`src/ble_pkg.sv`:
```
// Shared constants, codes and controller/datapath interface types for the list engine.
`timescale 1ns / 1ps

package ble_pkg;

   localparam int CAPACITY = 16;
   localparam int SLOT_W   = $clog2(CAPACITY);
   localparam int CNT_W    = $clog2(CAPACITY + 1);

   localparam int OP_W     = 3;
   localparam int POS_W    = 4;
   localparam int DATA_W   = 32;
   localparam int STATUS_W = 2;
   localparam int COUNT_W  = 5;

   typedef enum logic [OP_W-1:0] {
      OP_ADD_FRONT = 3'd0,
      OP_ADD_END   = 3'd1,
      OP_REM_FRONT = 3'd2,
      OP_REM_END   = 3'd3,
      OP_READ      = 3'd4,
      OP_INSERT    = 3'd5
   } op_type;

   typedef enum logic [STATUS_W-1:0] {
      STAT_OK    = 2'd0,
      STAT_EMPTY = 2'd1,
      STAT_RANGE = 2'd2,
      STAT_FULL  = 2'd3
   } status_type;

   // datapath micro-operations, one per cycle
   typedef enum logic [3:0] {
      UOP_NONE,
      UOP_LATCH,
      UOP_RESULT,
      UOP_TAKE_FRESH,
      UOP_TAKE_FREE,
      UOP_POP,
      UOP_ADD_FRONT,
      UOP_ADD_END,
      UOP_SETUP,
      UOP_STEP,
      UOP_READ_CAP,
      UOP_RF_CAP,
      UOP_RE_CAP,
      UOP_RE_FIN,
      UOP_INS_W1,
      UOP_INS_W2
   } uop_type;

   // shared read address of both slot memories
   typedef enum logic [2:0] {
      RD_P,
      RD_FRONT,
      RD_BACK,
      RD_FHEAD,
      RD_LINK
   } rd_sel_type;

   typedef struct packed {
      uop_type    uop;
      rd_sel_type rd_sel;
      status_type status;
      logic       load_out;
   } ble_cmd_type;

   typedef struct packed {
      op_type op;
      logic   empty;
      logic   full;
      logic   pos_ok;
      logic   cnt_gt1;
      logic   free_avail;
      logic   steps_zero;
   } ble_sts_type;

endpackage

```
`src/ble_ram.sv`:
```
// Generic single-write, single-read RAM with registered read data.
`timescale 1ns / 1ps

module ble_ram #(
   parameter int WIDTH = 32,
   parameter int DEPTH = 16
) (
   input  logic                     clock,
   input  logic                     wr_en,
   input  logic [$clog2(DEPTH)-1:0] wr_addr,
   input  logic [WIDTH-1:0]         wr_data,
   input  logic [$clog2(DEPTH)-1:0] rd_addr,
   output logic [WIDTH-1:0]         rd_data
);

   logic [WIDTH-1:0] mem_ff [DEPTH];
   logic [WIDTH-1:0] rd_data_ff;

   always_ff @(posedge clock) begin
      if (wr_en) begin
         mem_ff[wr_addr] <= wr_data;
      end
      rd_data_ff <= mem_ff[rd_addr];
   end

   assign rd_data = rd_data_ff;

endmodule

```
`src/ble_dp.sv`:
```
// Datapath: slot memories, list pointers, free chain, walk pointer and result registers.
`timescale 1ns / 1ps

module ble_dp
   import ble_pkg::*;
(
   input  logic                       clock,
   input  logic                       reset,
   input  ble_cmd_type                cmd,
   output ble_sts_type                sts,
   input  logic [OP_W-1:0]            req_opcode,
   input  logic [POS_W-1:0]           req_position,
   input  logic signed [DATA_W-1:0]   req_data_in,
   output logic signed [DATA_W-1:0]   rsp_data_out,
   output logic [STATUS_W-1:0]        rsp_status,
   output logic [COUNT_W-1:0]         rsp_element_count,
   output logic                       rsp_list_empty
);

   // list and free chain
   logic [SLOT_W-1:0] front_ff, front_in;
   logic [SLOT_W-1:0] back_ff, back_in;
   logic [SLOT_W-1:0] fhead_ff, fhead_in;
   logic [CNT_W-1:0]  count_ff, count_in;
   // slots below fresh_ff have been used at least once; fresh - count are on the free chain
   logic [CNT_W-1:0]  fresh_ff, fresh_in;

   // working registers
   logic [SLOT_W-1:0] slot_ff, slot_in;
   logic [SLOT_W-1:0] p_ff, p_in;
   logic [CNT_W-1:0]  steps_ff, steps_in;
   op_type            op_ff, op_in;
   logic [POS_W-1:0]  pos_ff, pos_in;
   logic signed [DATA_W-1:0] din_ff, din_in;
   status_type        res_status_ff, res_status_in;
   logic signed [DATA_W-1:0] res_data_ff, res_data_in;

   // output beat registers
   logic signed [DATA_W-1:0] out_data_ff;
   status_type               out_status_ff;
   logic [COUNT_W-1:0]       out_count_ff;
   logic                     out_empty_ff;

   // memory ports
   logic [SLOT_W-1:0] rd_addr;
   logic              val_we;
   logic [DATA_W-1:0] val_rdata;
   logic              link_we;
   logic [SLOT_W-1:0] link_waddr;
   logic [SLOT_W-1:0] link_wdata;
   logic [SLOT_W-1:0] link_rdata;

   localparam int CMP_W = (CNT_W > POS_W) ? CNT_W : POS_W;

   ble_ram #(.WIDTH(DATA_W), .DEPTH(CAPACITY)) u_values (
      .clock   (clock),
      .wr_en   (val_we),
      .wr_addr (slot_ff),
      .wr_data (din_ff),
      .rd_addr (rd_addr),
      .rd_data (val_rdata)
   );

   ble_ram #(.WIDTH(SLOT_W), .DEPTH(CAPACITY)) u_links (
      .clock   (clock),
      .wr_en   (link_we),
      .wr_addr (link_waddr),
      .wr_data (link_wdata),
      .rd_addr (rd_addr),
      .rd_data (link_rdata)
   );

   always_comb begin
      case (cmd.rd_sel)
         RD_FRONT: rd_addr = front_ff;
         RD_BACK:  rd_addr = back_ff;
         RD_FHEAD: rd_addr = fhead_ff;
         RD_LINK:  rd_addr = link_rdata;
         default:  rd_addr = p_ff;
      endcase
   end

   assign sts.op         = op_ff;
   assign sts.empty      = (count_ff == '0);
   assign sts.full       = (count_ff == CNT_W'(CAPACITY));
   assign sts.pos_ok     = (CMP_W'(pos_ff) < CMP_W'(count_ff));
   assign sts.cnt_gt1    = (count_ff > CNT_W'(1));
   assign sts.free_avail = (fresh_ff > count_ff);
   assign sts.steps_zero = (steps_ff == '0);

   always_comb begin
      front_in      = front_ff;
      back_in       = back_ff;
      fhead_in      = fhead_ff;
      count_in      = count_ff;
      fresh_in      = fresh_ff;
      slot_in       = slot_ff;
      p_in          = p_ff;
      steps_in      = steps_ff;
      op_in         = op_ff;
      pos_in        = pos_ff;
      din_in        = din_ff;
      res_status_in = res_status_ff;
      res_data_in   = res_data_ff;
      val_we        = 1'b0;
      link_we       = 1'b0;
      link_waddr    = slot_ff;
      link_wdata    = front_ff;
      case (cmd.uop)
         UOP_LATCH: begin
            op_in  = op_type'(req_opcode);
            pos_in = req_position;
            din_in = req_data_in;
         end
         UOP_RESULT: begin
            res_status_in = cmd.status;
            res_data_in   = '0;
         end
         UOP_TAKE_FRESH: begin
            slot_in  = fresh_ff[SLOT_W-1:0];
            fresh_in = fresh_ff + CNT_W'(1);
         end
         UOP_TAKE_FREE: begin
            slot_in = fhead_ff;
         end
         UOP_POP: begin
            fhead_in = link_rdata;
         end
         UOP_ADD_FRONT: begin
            val_we     = 1'b1;
            link_we    = 1'b1;
            link_waddr = slot_ff;
            link_wdata = front_ff;
            front_in   = slot_ff;
            if (count_ff == '0) begin
               back_in = slot_ff;
            end
            count_in = count_ff + CNT_W'(1);
         end
         UOP_ADD_END: begin
            val_we = 1'b1;
            if (count_ff != '0) begin
               link_we    = 1'b1;
               link_waddr = back_ff;
               link_wdata = slot_ff;
            end else begin
               front_in = slot_ff;
            end
            back_in  = slot_ff;
            count_in = count_ff + CNT_W'(1);
         end
         UOP_SETUP: begin
            p_in = front_ff;
            if (op_ff == OP_REM_END) begin
               steps_in = count_ff - CNT_W'(2);
            end else begin
               steps_in = CNT_W'(pos_ff);
            end
         end
         UOP_STEP: begin
            p_in     = link_rdata;
            steps_in = steps_ff - CNT_W'(1);
         end
         UOP_READ_CAP: begin
            res_data_in = val_rdata;
         end
         UOP_RF_CAP: begin
            res_data_in = val_rdata;
            front_in    = link_rdata;
            link_we     = 1'b1;
            link_waddr  = front_ff;
            link_wdata  = fhead_ff;
            fhead_in    = front_ff;
            count_in    = count_ff - CNT_W'(1);
         end
         UOP_RE_CAP: begin
            res_data_in = val_rdata;
            link_we     = 1'b1;
            link_waddr  = back_ff;
            link_wdata  = fhead_ff;
            fhead_in    = back_ff;
         end
         UOP_RE_FIN: begin
            // p holds the predecessor; meaningless when the list just went empty
            back_in  = p_ff;
            count_in = count_ff - CNT_W'(1);
         end
         UOP_INS_W1: begin
            val_we     = 1'b1;
            link_we    = 1'b1;
            link_waddr = slot_ff;
            link_wdata = link_rdata;
         end
         UOP_INS_W2: begin
            link_we    = 1'b1;
            link_waddr = p_ff;
            link_wdata = slot_ff;
            if (p_ff == back_ff) begin
               back_in = slot_ff;
            end
            count_in = count_ff + CNT_W'(1);
         end
         default: begin
         end
      endcase
   end

   always_ff @(posedge clock) begin
      if (reset) begin
         count_ff <= '0;
         fresh_ff <= '0;
      end else begin
         count_ff <= count_in;
         fresh_ff <= fresh_in;
      end
   end

   always_ff @(posedge clock) begin
      front_ff      <= front_in;
      back_ff       <= back_in;
      fhead_ff      <= fhead_in;
      slot_ff       <= slot_in;
      p_ff          <= p_in;
      steps_ff      <= steps_in;
      op_ff         <= op_in;
      pos_ff        <= pos_in;
      din_ff        <= din_in;
      res_status_ff <= res_status_in;
      res_data_ff   <= res_data_in;
      if (cmd.load_out) begin
         out_data_ff   <= res_data_ff;
         out_status_ff <= res_status_ff;
         out_count_ff  <= COUNT_W'(count_ff);
         out_empty_ff  <= (count_ff == '0);
      end
   end

   assign rsp_data_out      = out_data_ff;
   assign rsp_status        = out_status_ff;
   assign rsp_element_count = out_count_ff;
   assign rsp_list_empty    = out_empty_ff;

`ifndef SYNTHESIS
   a_count_bound: assert property (@(posedge clock) disable iff (reset)
      count_ff <= CNT_W'(CAPACITY))
      else $error("element count above capacity");

   a_fresh_order: assert property (@(posedge clock) disable iff (reset)
      (fresh_ff >= count_ff) && (fresh_ff <= CNT_W'(CAPACITY)))
      else $error("fresh slot mark inconsistent with count");

   a_fresh_take: assert property (@(posedge clock) disable iff (reset)
      (cmd.uop == UOP_TAKE_FRESH) |-> (fresh_ff < CNT_W'(CAPACITY)))
      else $error("fresh slot taken past capacity");
`endif

endmodule

```
`src/ble_ctrl.sv`:
```
// Controller: sequences each operation into datapath micro-operations and owns the handshakes.
`timescale 1ns / 1ps

module ble_ctrl
   import ble_pkg::*;
(
   input  logic        clock,
   input  logic        reset,
   input  logic        req_valid,
   output logic        req_ready,
   output logic        rsp_valid,
   input  logic        rsp_ready,
   output ble_cmd_type cmd,
   input  ble_sts_type sts
);

   typedef enum logic [4:0] {
      S_IDLE,
      S_DECODE,
      S_ALLOC,
      S_POP,
      S_AF_WR,
      S_AE_WR,
      S_SETUP,
      S_WALK,
      S_RD_POST,
      S_INS_W1,
      S_INS_W2,
      S_RF_RD,
      S_RF_CAP,
      S_RE_RD,
      S_RE_CAP,
      S_RE_FIN,
      S_FINISH
   } state_type;

   state_type state_ff, state_in;
   logic      rsp_valid_ff, rsp_valid_in;
   state_type after_alloc;
   state_type after_walk;

   always_comb begin
      case (sts.op)
         OP_ADD_FRONT: after_alloc = S_AF_WR;
         OP_ADD_END:   after_alloc = S_AE_WR;
         default:      after_alloc = S_SETUP;
      endcase
      case (sts.op)
         OP_READ:   after_walk = S_RD_POST;
         OP_INSERT: after_walk = S_INS_W1;
         default:   after_walk = S_RE_FIN;
      endcase
   end

   always_comb begin
      state_in     = state_ff;
      cmd.uop      = UOP_NONE;
      cmd.rd_sel   = RD_P;
      cmd.status   = STAT_OK;
      cmd.load_out = 1'b0;
      rsp_valid_in = rsp_valid_ff && !rsp_ready;
      case (state_ff)
         S_IDLE: begin
            if (req_valid) begin
               cmd.uop  = UOP_LATCH;
               state_in = S_DECODE;
            end
         end
         S_DECODE: begin
            cmd.uop  = UOP_RESULT;
            state_in = S_FINISH;
            case (sts.op)
               OP_ADD_FRONT, OP_ADD_END: begin
                  if (sts.full) begin
                     cmd.status = STAT_FULL;
                  end else begin
                     state_in = S_ALLOC;
                  end
               end
               OP_REM_FRONT: begin
                  if (sts.empty) begin
                     cmd.status = STAT_EMPTY;
                  end else begin
                     state_in = S_RF_RD;
                  end
               end
               OP_REM_END: begin
                  if (sts.empty) begin
                     cmd.status = STAT_EMPTY;
                  end else begin
                     state_in = S_RE_RD;
                  end
               end
               OP_READ: begin
                  if (!sts.pos_ok) begin
                     cmd.status = STAT_RANGE;
                  end else begin
                     state_in = S_SETUP;
                  end
               end
               OP_INSERT: begin
                  // range check takes precedence over full
                  if (!sts.pos_ok) begin
                     cmd.status = STAT_RANGE;
                  end else if (sts.full) begin
                     cmd.status = STAT_FULL;
                  end else begin
                     state_in = S_ALLOC;
                  end
               end
               default: begin
               end
            endcase
         end
         S_ALLOC: begin
            if (sts.free_avail) begin
               cmd.uop    = UOP_TAKE_FREE;
               cmd.rd_sel = RD_FHEAD;
               state_in   = S_POP;
            end else begin
               cmd.uop  = UOP_TAKE_FRESH;
               state_in = after_alloc;
            end
         end
         S_POP: begin
            cmd.uop  = UOP_POP;
            state_in = after_alloc;
         end
         S_AF_WR: begin
            cmd.uop  = UOP_ADD_FRONT;
            state_in = S_FINISH;
         end
         S_AE_WR: begin
            cmd.uop  = UOP_ADD_END;
            state_in = S_FINISH;
         end
         S_SETUP: begin
            cmd.uop    = UOP_SETUP;
            cmd.rd_sel = RD_FRONT;
            state_in   = S_WALK;
         end
         S_WALK: begin
            // one link per cycle; on exit re-read at p so value and link of p are ready
            if (sts.steps_zero) begin
               cmd.rd_sel = RD_P;
               state_in   = after_walk;
            end else begin
               cmd.uop    = UOP_STEP;
               cmd.rd_sel = RD_LINK;
            end
         end
         S_RD_POST: begin
            cmd.uop  = UOP_READ_CAP;
            state_in = S_FINISH;
         end
         S_INS_W1: begin
            cmd.uop  = UOP_INS_W1;
            state_in = S_INS_W2;
         end
         S_INS_W2: begin
            cmd.uop  = UOP_INS_W2;
            state_in = S_FINISH;
         end
         S_RF_RD: begin
            cmd.rd_sel = RD_FRONT;
            state_in   = S_RF_CAP;
         end
         S_RF_CAP: begin
            cmd.uop  = UOP_RF_CAP;
            state_in = S_FINISH;
         end
         S_RE_RD: begin
            cmd.rd_sel = RD_BACK;
            state_in   = S_RE_CAP;
         end
         S_RE_CAP: begin
            cmd.uop  = UOP_RE_CAP;
            state_in = sts.cnt_gt1 ? S_SETUP : S_RE_FIN;
         end
         S_RE_FIN: begin
            cmd.uop  = UOP_RE_FIN;
            state_in = S_FINISH;
         end
         S_FINISH: begin
            if (!rsp_valid_ff || rsp_ready) begin
               cmd.load_out = 1'b1;
               rsp_valid_in = 1'b1;
               state_in     = S_IDLE;
            end
         end
         default: begin
            state_in = S_IDLE;
         end
      endcase
   end

   always_ff @(posedge clock) begin
      if (reset) begin
         state_ff     <= S_IDLE;
         rsp_valid_ff <= 1'b0;
      end else begin
         state_ff     <= state_in;
         rsp_valid_ff <= rsp_valid_in;
      end
   end

   assign req_ready = (state_ff == S_IDLE);
   assign rsp_valid = rsp_valid_ff;

`ifndef SYNTHESIS
   a_accept_decode: assert property (@(posedge clock) disable iff (reset)
      (req_valid && req_ready) |=> (state_ff == S_DECODE))
      else $error("accepted beat not decoded");

   a_alloc_not_full: assert property (@(posedge clock) disable iff (reset)
      (state_ff == S_ALLOC) |-> !sts.full)
      else $error("slot allocation on a full list");

   a_walk_continues: assert property (@(posedge clock) disable iff (reset)
      (state_ff == S_WALK && !sts.steps_zero) |=> (state_ff == S_WALK))
      else $error("walk left before reaching its target");
`endif

endmodule

```
`src/bounded_list_engine.sv`:
```
// Top level of the bounded list engine: controller plus datapath.
//
// Ordered list of up to CAPACITY signed 32-bit values kept as a linked chain in
// two slot RAMs (values and next links). One request beat gives exactly one
// response beat. Requests are handled one at a time; a new request is taken
// while the previous response still waits on rsp_ready. Adds at either end,
// removal at the front and error responses need no walk; read and insert at
// position k walk k links down the chain, and remove end on a list of n
// elements walks n-2 links (none when n is 1). The
// walk down the chain sets the long cases: one read of the link RAM per
// element passed. Slots freed by removals are recycled through a free chain
// threaded through the link RAM, so no clearing pass is needed after reset.
`timescale 1ns / 1ps

module bounded_list_engine
   import ble_pkg::*;
(
   input  logic                      clock,
   input  logic                      reset,
   input  logic                      req_valid,
   output logic                      req_ready,
   input  logic [OP_W-1:0]           req_opcode,
   input  logic [POS_W-1:0]          req_position,
   input  logic signed [DATA_W-1:0]  req_data_in,
   output logic                      rsp_valid,
   input  logic                      rsp_ready,
   output logic signed [DATA_W-1:0]  rsp_data_out,
   output logic [STATUS_W-1:0]       rsp_status,
   output logic [COUNT_W-1:0]        rsp_element_count,
   output logic                      rsp_list_empty
);

   ble_cmd_type cmd;
   ble_sts_type sts;

   ble_ctrl u_ctrl (
      .clock     (clock),
      .reset     (reset),
      .req_valid (req_valid),
      .req_ready (req_ready),
      .rsp_valid (rsp_valid),
      .rsp_ready (rsp_ready),
      .cmd       (cmd),
      .sts       (sts)
   );

   ble_dp u_dp (
      .clock             (clock),
      .reset             (reset),
      .cmd               (cmd),
      .sts               (sts),
      .req_opcode        (req_opcode),
      .req_position      (req_position),
      .req_data_in       (req_data_in),
      .rsp_data_out      (rsp_data_out),
      .rsp_status        (rsp_status),
      .rsp_element_count (rsp_element_count),
      .rsp_list_empty    (rsp_list_empty)
   );

endmodule

```
`config.mk`:
```
export PLATFORM = sky130hd
export DESIGN_NAME = bounded_list_engine
export DESIGN_NICKNAME = d
export VERILOG_FILES = /design/src/ble_pkg.sv /design/src/ble_ram.sv /design/src/ble_dp.sv /design/src/ble_ctrl.sv /design/src/bounded_list_engine.sv
export SDC_FILE = /design/constraint.sdc
export NUM_CORES = 1
export LEC_CHECK = 0
export ABC_AREA = 1
export ABC_CLOCK_PERIOD_IN_PS = 4200
export BUFFER_PORTS_ARGS = -buffer_cell sky130_fd_sc_hd__buf_2
export CORE_MARGIN = 2
export CORE_UTILIZATION = 40
export CTS_CLUSTER_DIAMETER = 120
export DETAILED_ROUTE_END_ITERATION = 12
export GPL_TIMING_DRIVEN = 0
export PLACE_DENSITY = 0.56
export RECOVER_POWER = 100
export SLEW_MARGIN = 20
export SYNTH_ARGS = -nofsm -noshare
export SYNTH_HDL_FRONTEND = slang
export SYNTH_SLANG_ARGS = --single-unit
```
`constraint.sdc`:
```
create_clock -name clock -period 4.2 [get_ports clock]
set_input_delay 1.05 -clock clock [delete_from_list [all_inputs] [get_ports clock]]
set_output_delay 1.05 -clock clock [all_outputs]
set_load 0.005 [all_outputs]
```
==> results by group <==
Synth
  – Register bit total from synthesis: roughly 770
  – Mapped Cells: 3043
  – Synth warn: 0
  – Async S/R FF share, synth: 0%
  – Mapped Avg Cell Area: roughly 11 sq um
  – Top cells by area, synth: edfxtp_1 65%, nand3_1 10%, nand2_1 6.9%
  – Post-Synth Adder-Cell Area: less than 1%
  – Top-count cell post-synth: edfxtp_1
  – Ys flop type: edfxtp_1
  – Synth Area in Simple Gates: 20.7%
  – Largest family of logic cells by synthesized area: simple AND/OR/NAND/NOR gates
  – Seq/Total Area, Yosys: around two thirds
  – Post-synthesis compound-gate area fraction: under 10%
  – Synth Area in XOR/XNOR: less than 1%
  – Top post-synthesis cells by count: 714 x edfxtp_1, 683 x nand3_1, 602 x nand2_1
  – Post-synth top area cell: edfxtp_1
  – Yosys top cell area share: between 60% and 70%
  – Count of different cell masters after synthesis: 44
  – Synthesized cell area: around 33000 sq um
  – Mux share of post-synthesis cell area: 0%
  – Number of synthesized flops with an enable pin: around 710
  – Syn_nets: slightly above 3000

GRT
  – Grt ovf: 0
  – GRT Total Usage: a little under a quarter
  – Initial antenna violation count: 3
  – Vias in the first global route: between 20000 and 25000
  – Largest net degree at the start of global routing: 33
  – First-pass GRT wire length: between 100000 and 150000 um

Finish
  – Fin area: about 38000 sq um
  – Final core utilization: 46.2%
  – Area grow syn2layout: 14.7%
  – Fin cells: between 4000 and 5000
  – Fin nets: around 3300
  – Share of cells above drive strength 1: between 10% and 20%

Worst hold path
  – Hold Crit Depth: 0
  – Min-delay src: u_dp.res_data_ff[5]
  – Worst hold-check path type: flop to flop
  – Hold endpoint: u_dp.rsp_data_out[5]

Placed design
  – PortBufs: 84
  – Dpl cell area: 35200 sq um
  – Post-Place Cells: around 4200
  – Final Wtd Congestion: 0.875
  – Dpl hpwl: around 66000 um

CTS
  – Latest clock arrival within the worst-skew pair: between 600 and 700 ps
  – Worst-path clk slew: 60 ps
  – CTS Hold Bufs: 0
  – CTS buffer count: 83
  – CTS tree: built
  – Maximum clock insertion buffer count: 3
  – CTS root buffer: clkbuf_16
  – CTS H-Tree Depth: 3
  – Clk sink count: roughly 770

Critical path
  – Critical Setup Path Class: flop to flop
  – Worst Setup End Kind: flop
  – Critical path fanouts, max: 10
  – R2r startpoint: u_dp.count_ff[1]
  – Flop-to-flop setup slack: ~200 ps
  – Req. time, crit path: around 4600 ps
  – Crit Reg-Reg Endpoint: u_dp.u_values.rd_data[1]
  – CP Launch Type: flop
  – Crit path DAT: 4450 ps
  – Worst r2r path cells: 19

Timing
  – Final Hold Fails: 0
  – Fmax: 250 MHz
  – Min Hold Slack: about 420 ps
  – Worst slew pin tran: 1580 ps
  – Crit share post-route: 95.3%
  – Final Slew Violations: 17
  – Max-slew headroom: -5.51%
  – Clk_skew: approximately 19 ps
  – Minimum clock period: about 4000 ps
  – Setup violations, final: 0

Floorplanning
  – Rows: approximately 110
  – Die area: ~85000 sq um
  – # IOs: 85
  – Core ar.: approximately 82000 sq um
  – Die W: approximately 290 um
  – Vert. Die Dim: roughly 290 um
  – Initial Util: approximately 40%

Routing
  – Antenna viol nets, final: 0
  – Iter 0 DRT Violations: approximately 2600
  – Vias: 22800
  – Drt pass-1 iters: 6
  – Via density: 5.20
  – Final WL: approximately 97000 um
  – DR DRC count: 0
  – WL/cell: about 22 um

Power and ir drop
  – Leak: roughly 0.016 uW
  – Pwr Density: 463 nW/um^2
  – Maximum vdd drop: around 350 uV

Status
  – Status: complete, but fails checks
  – Failing checks: max-capacitance violations, max-slew violations

Flow run
  – Max-cap viol count: 1
[critical path: stages (launching register included)]
cell     delay (ps)
dfxtp_1         480
inv_1           240
ha_1            320
nand2_1          70
nor2_1           50
nand2_1          50
nand3_1         180
nand3_2         200
nand2_1         110
nor2_4          310
nand2_1          90
o21ai_1         140
buf_4           310
inv_2           160
buf_6           210
buf_2           240
nand2_1         190
nand3_1          90
nand3_1         120
nand2_1         220
[report_power, final]
part,total (uW),internal [uW],switching [uW]
clock network,7470,4360,3110
logic,817,222,595
registers,9210,8860,346
[per-stage QoR]
step	setup WS, ps	setup TNS, ps	power, uW
detailed placement	-254	-1800	10200
global placement	-3180	-181710	10200
finish	199	0	17500
floorplan	36.9	0	9680
global route	-2.86	-2.86	18000
CTS	2.41	0	17600
[flip-flops by register name (all words and copies together) (netlist names), 3 cells and up]
signal,count
u_dp.din_ff,32
u_dp.slot_ff,4
u_dp.res_data_ff,32
u_ctrl.state_ff,5
u_dp.pos_ff,4
u_dp.p_ff,4
u_dp.rsp_element_count,5
u_dp.fresh_ff,5
u_dp.u_links.mem_ff,64
u_dp.rsp_data_out,32
u_dp.back_ff,4
u_dp.front_ff,4
u_dp.u_links.rd_data,4
u_dp.count_ff,5
u_dp.fhead_ff,4
u_dp.op_ff,3
u_dp.u_values.rd_data,32
u_dp.steps_ff,5
u_dp.u_values.mem_ff,512
[area by class of cell]
| class | count | area [sq um] |
|---|---|---|
| Sequential cell | 766 | 22500 |
| Timing Repair Buffer | 115 | 614 |
| Tap cell | 1070 | 1340 |
| Clock inverter | 49 | 520 |
| Inverter | 521 | 1960 |
| Buffer | 153 | 820 |
| Clock buffer | 107 | 2280 |
| Multi-Input combinational cell | 1603 | 7780 |
| Fill cell | 7531 | 44100 |
| Antenna cell | 3 | 7.51 |
[cell families after synthesis]
| family | after synthesis |
|---|---|
| AOI/OAI and AO/OA | 104 |
| DFF | 766 |
| and+or+nand+nor | 1471 |
| buffers and inverters | 674 |
| xor gates and xnor gates | 12 |
| adders and majority gates | 16 |
[worst max path at each step]
| stage | from | endpoint | slack, ps | cells past startpoint |
|---|---|---|---|---|
| after floorplan | req_valid | u_dp.back_ff[0] | 40 | 8 |
| after global placement | req_valid | u_dp.back_ff[3] | -3180 | 9 |
| after detailed placement | u_dp.count_ff[4] | u_dp.u_values.rd_data[0] | -250 | 16 |
| after CTS | u_dp.count_ff[1] | u_dp.u_values.rd_data[31] | 2 | 16 |
| after global routing | u_dp.count_ff[4] | u_dp.u_values.rd_data[1] | -3 | 18 |
| final | u_dp.count_ff[1] | u_dp.u_values.rd_data[1] | 200 | 19 |
[what timing repair did]
action	4_1_cts	5_1_grt
pin swaps	0	2
endpoints found under the hold margin	0	0
gates resized for setup	10	27
setup buffers	3	6
endpoints found under the setup margin	30	35
[placed cells by master (no fill, tap or decap), drive strengths merged]
master and n:
a211oi 3, a21boi 1, a21oi 21, a221oi 4, a22oi 3, a31oi 2, a41oi 1, and3 1
buf 174, bufinv 8, clkbuf 198, clkdlybuf4s15 2, clkinv 34, clkinvlp 3, dfxtp 52, diode 3
dlymetal6s2s 1, edfxtp 714, ha 16, inv 525, nand2 604, nand3 686, nand3b 89, nand4 7
nor2 62, nor3 18, nor3b 1, nor4 3, o2111a 1, o211a 1, o211ai 5, o21ai 50
o21bai 2, o22ai 6, o2bb2ai 1, o31ai 1, o41ai 2, xnor2 9, xor2 3
[layer usage]
layer  GRT usage, %  wire length (um)  vias up
li1               -                 -    10700
met1           31.7             41600    11000
met2           36.4             44300      974
met3           4.13              8380      152
met4           7.05              2700        2
met5              0                13        -
Note: power is estimated with default switching activity, not from simulation.
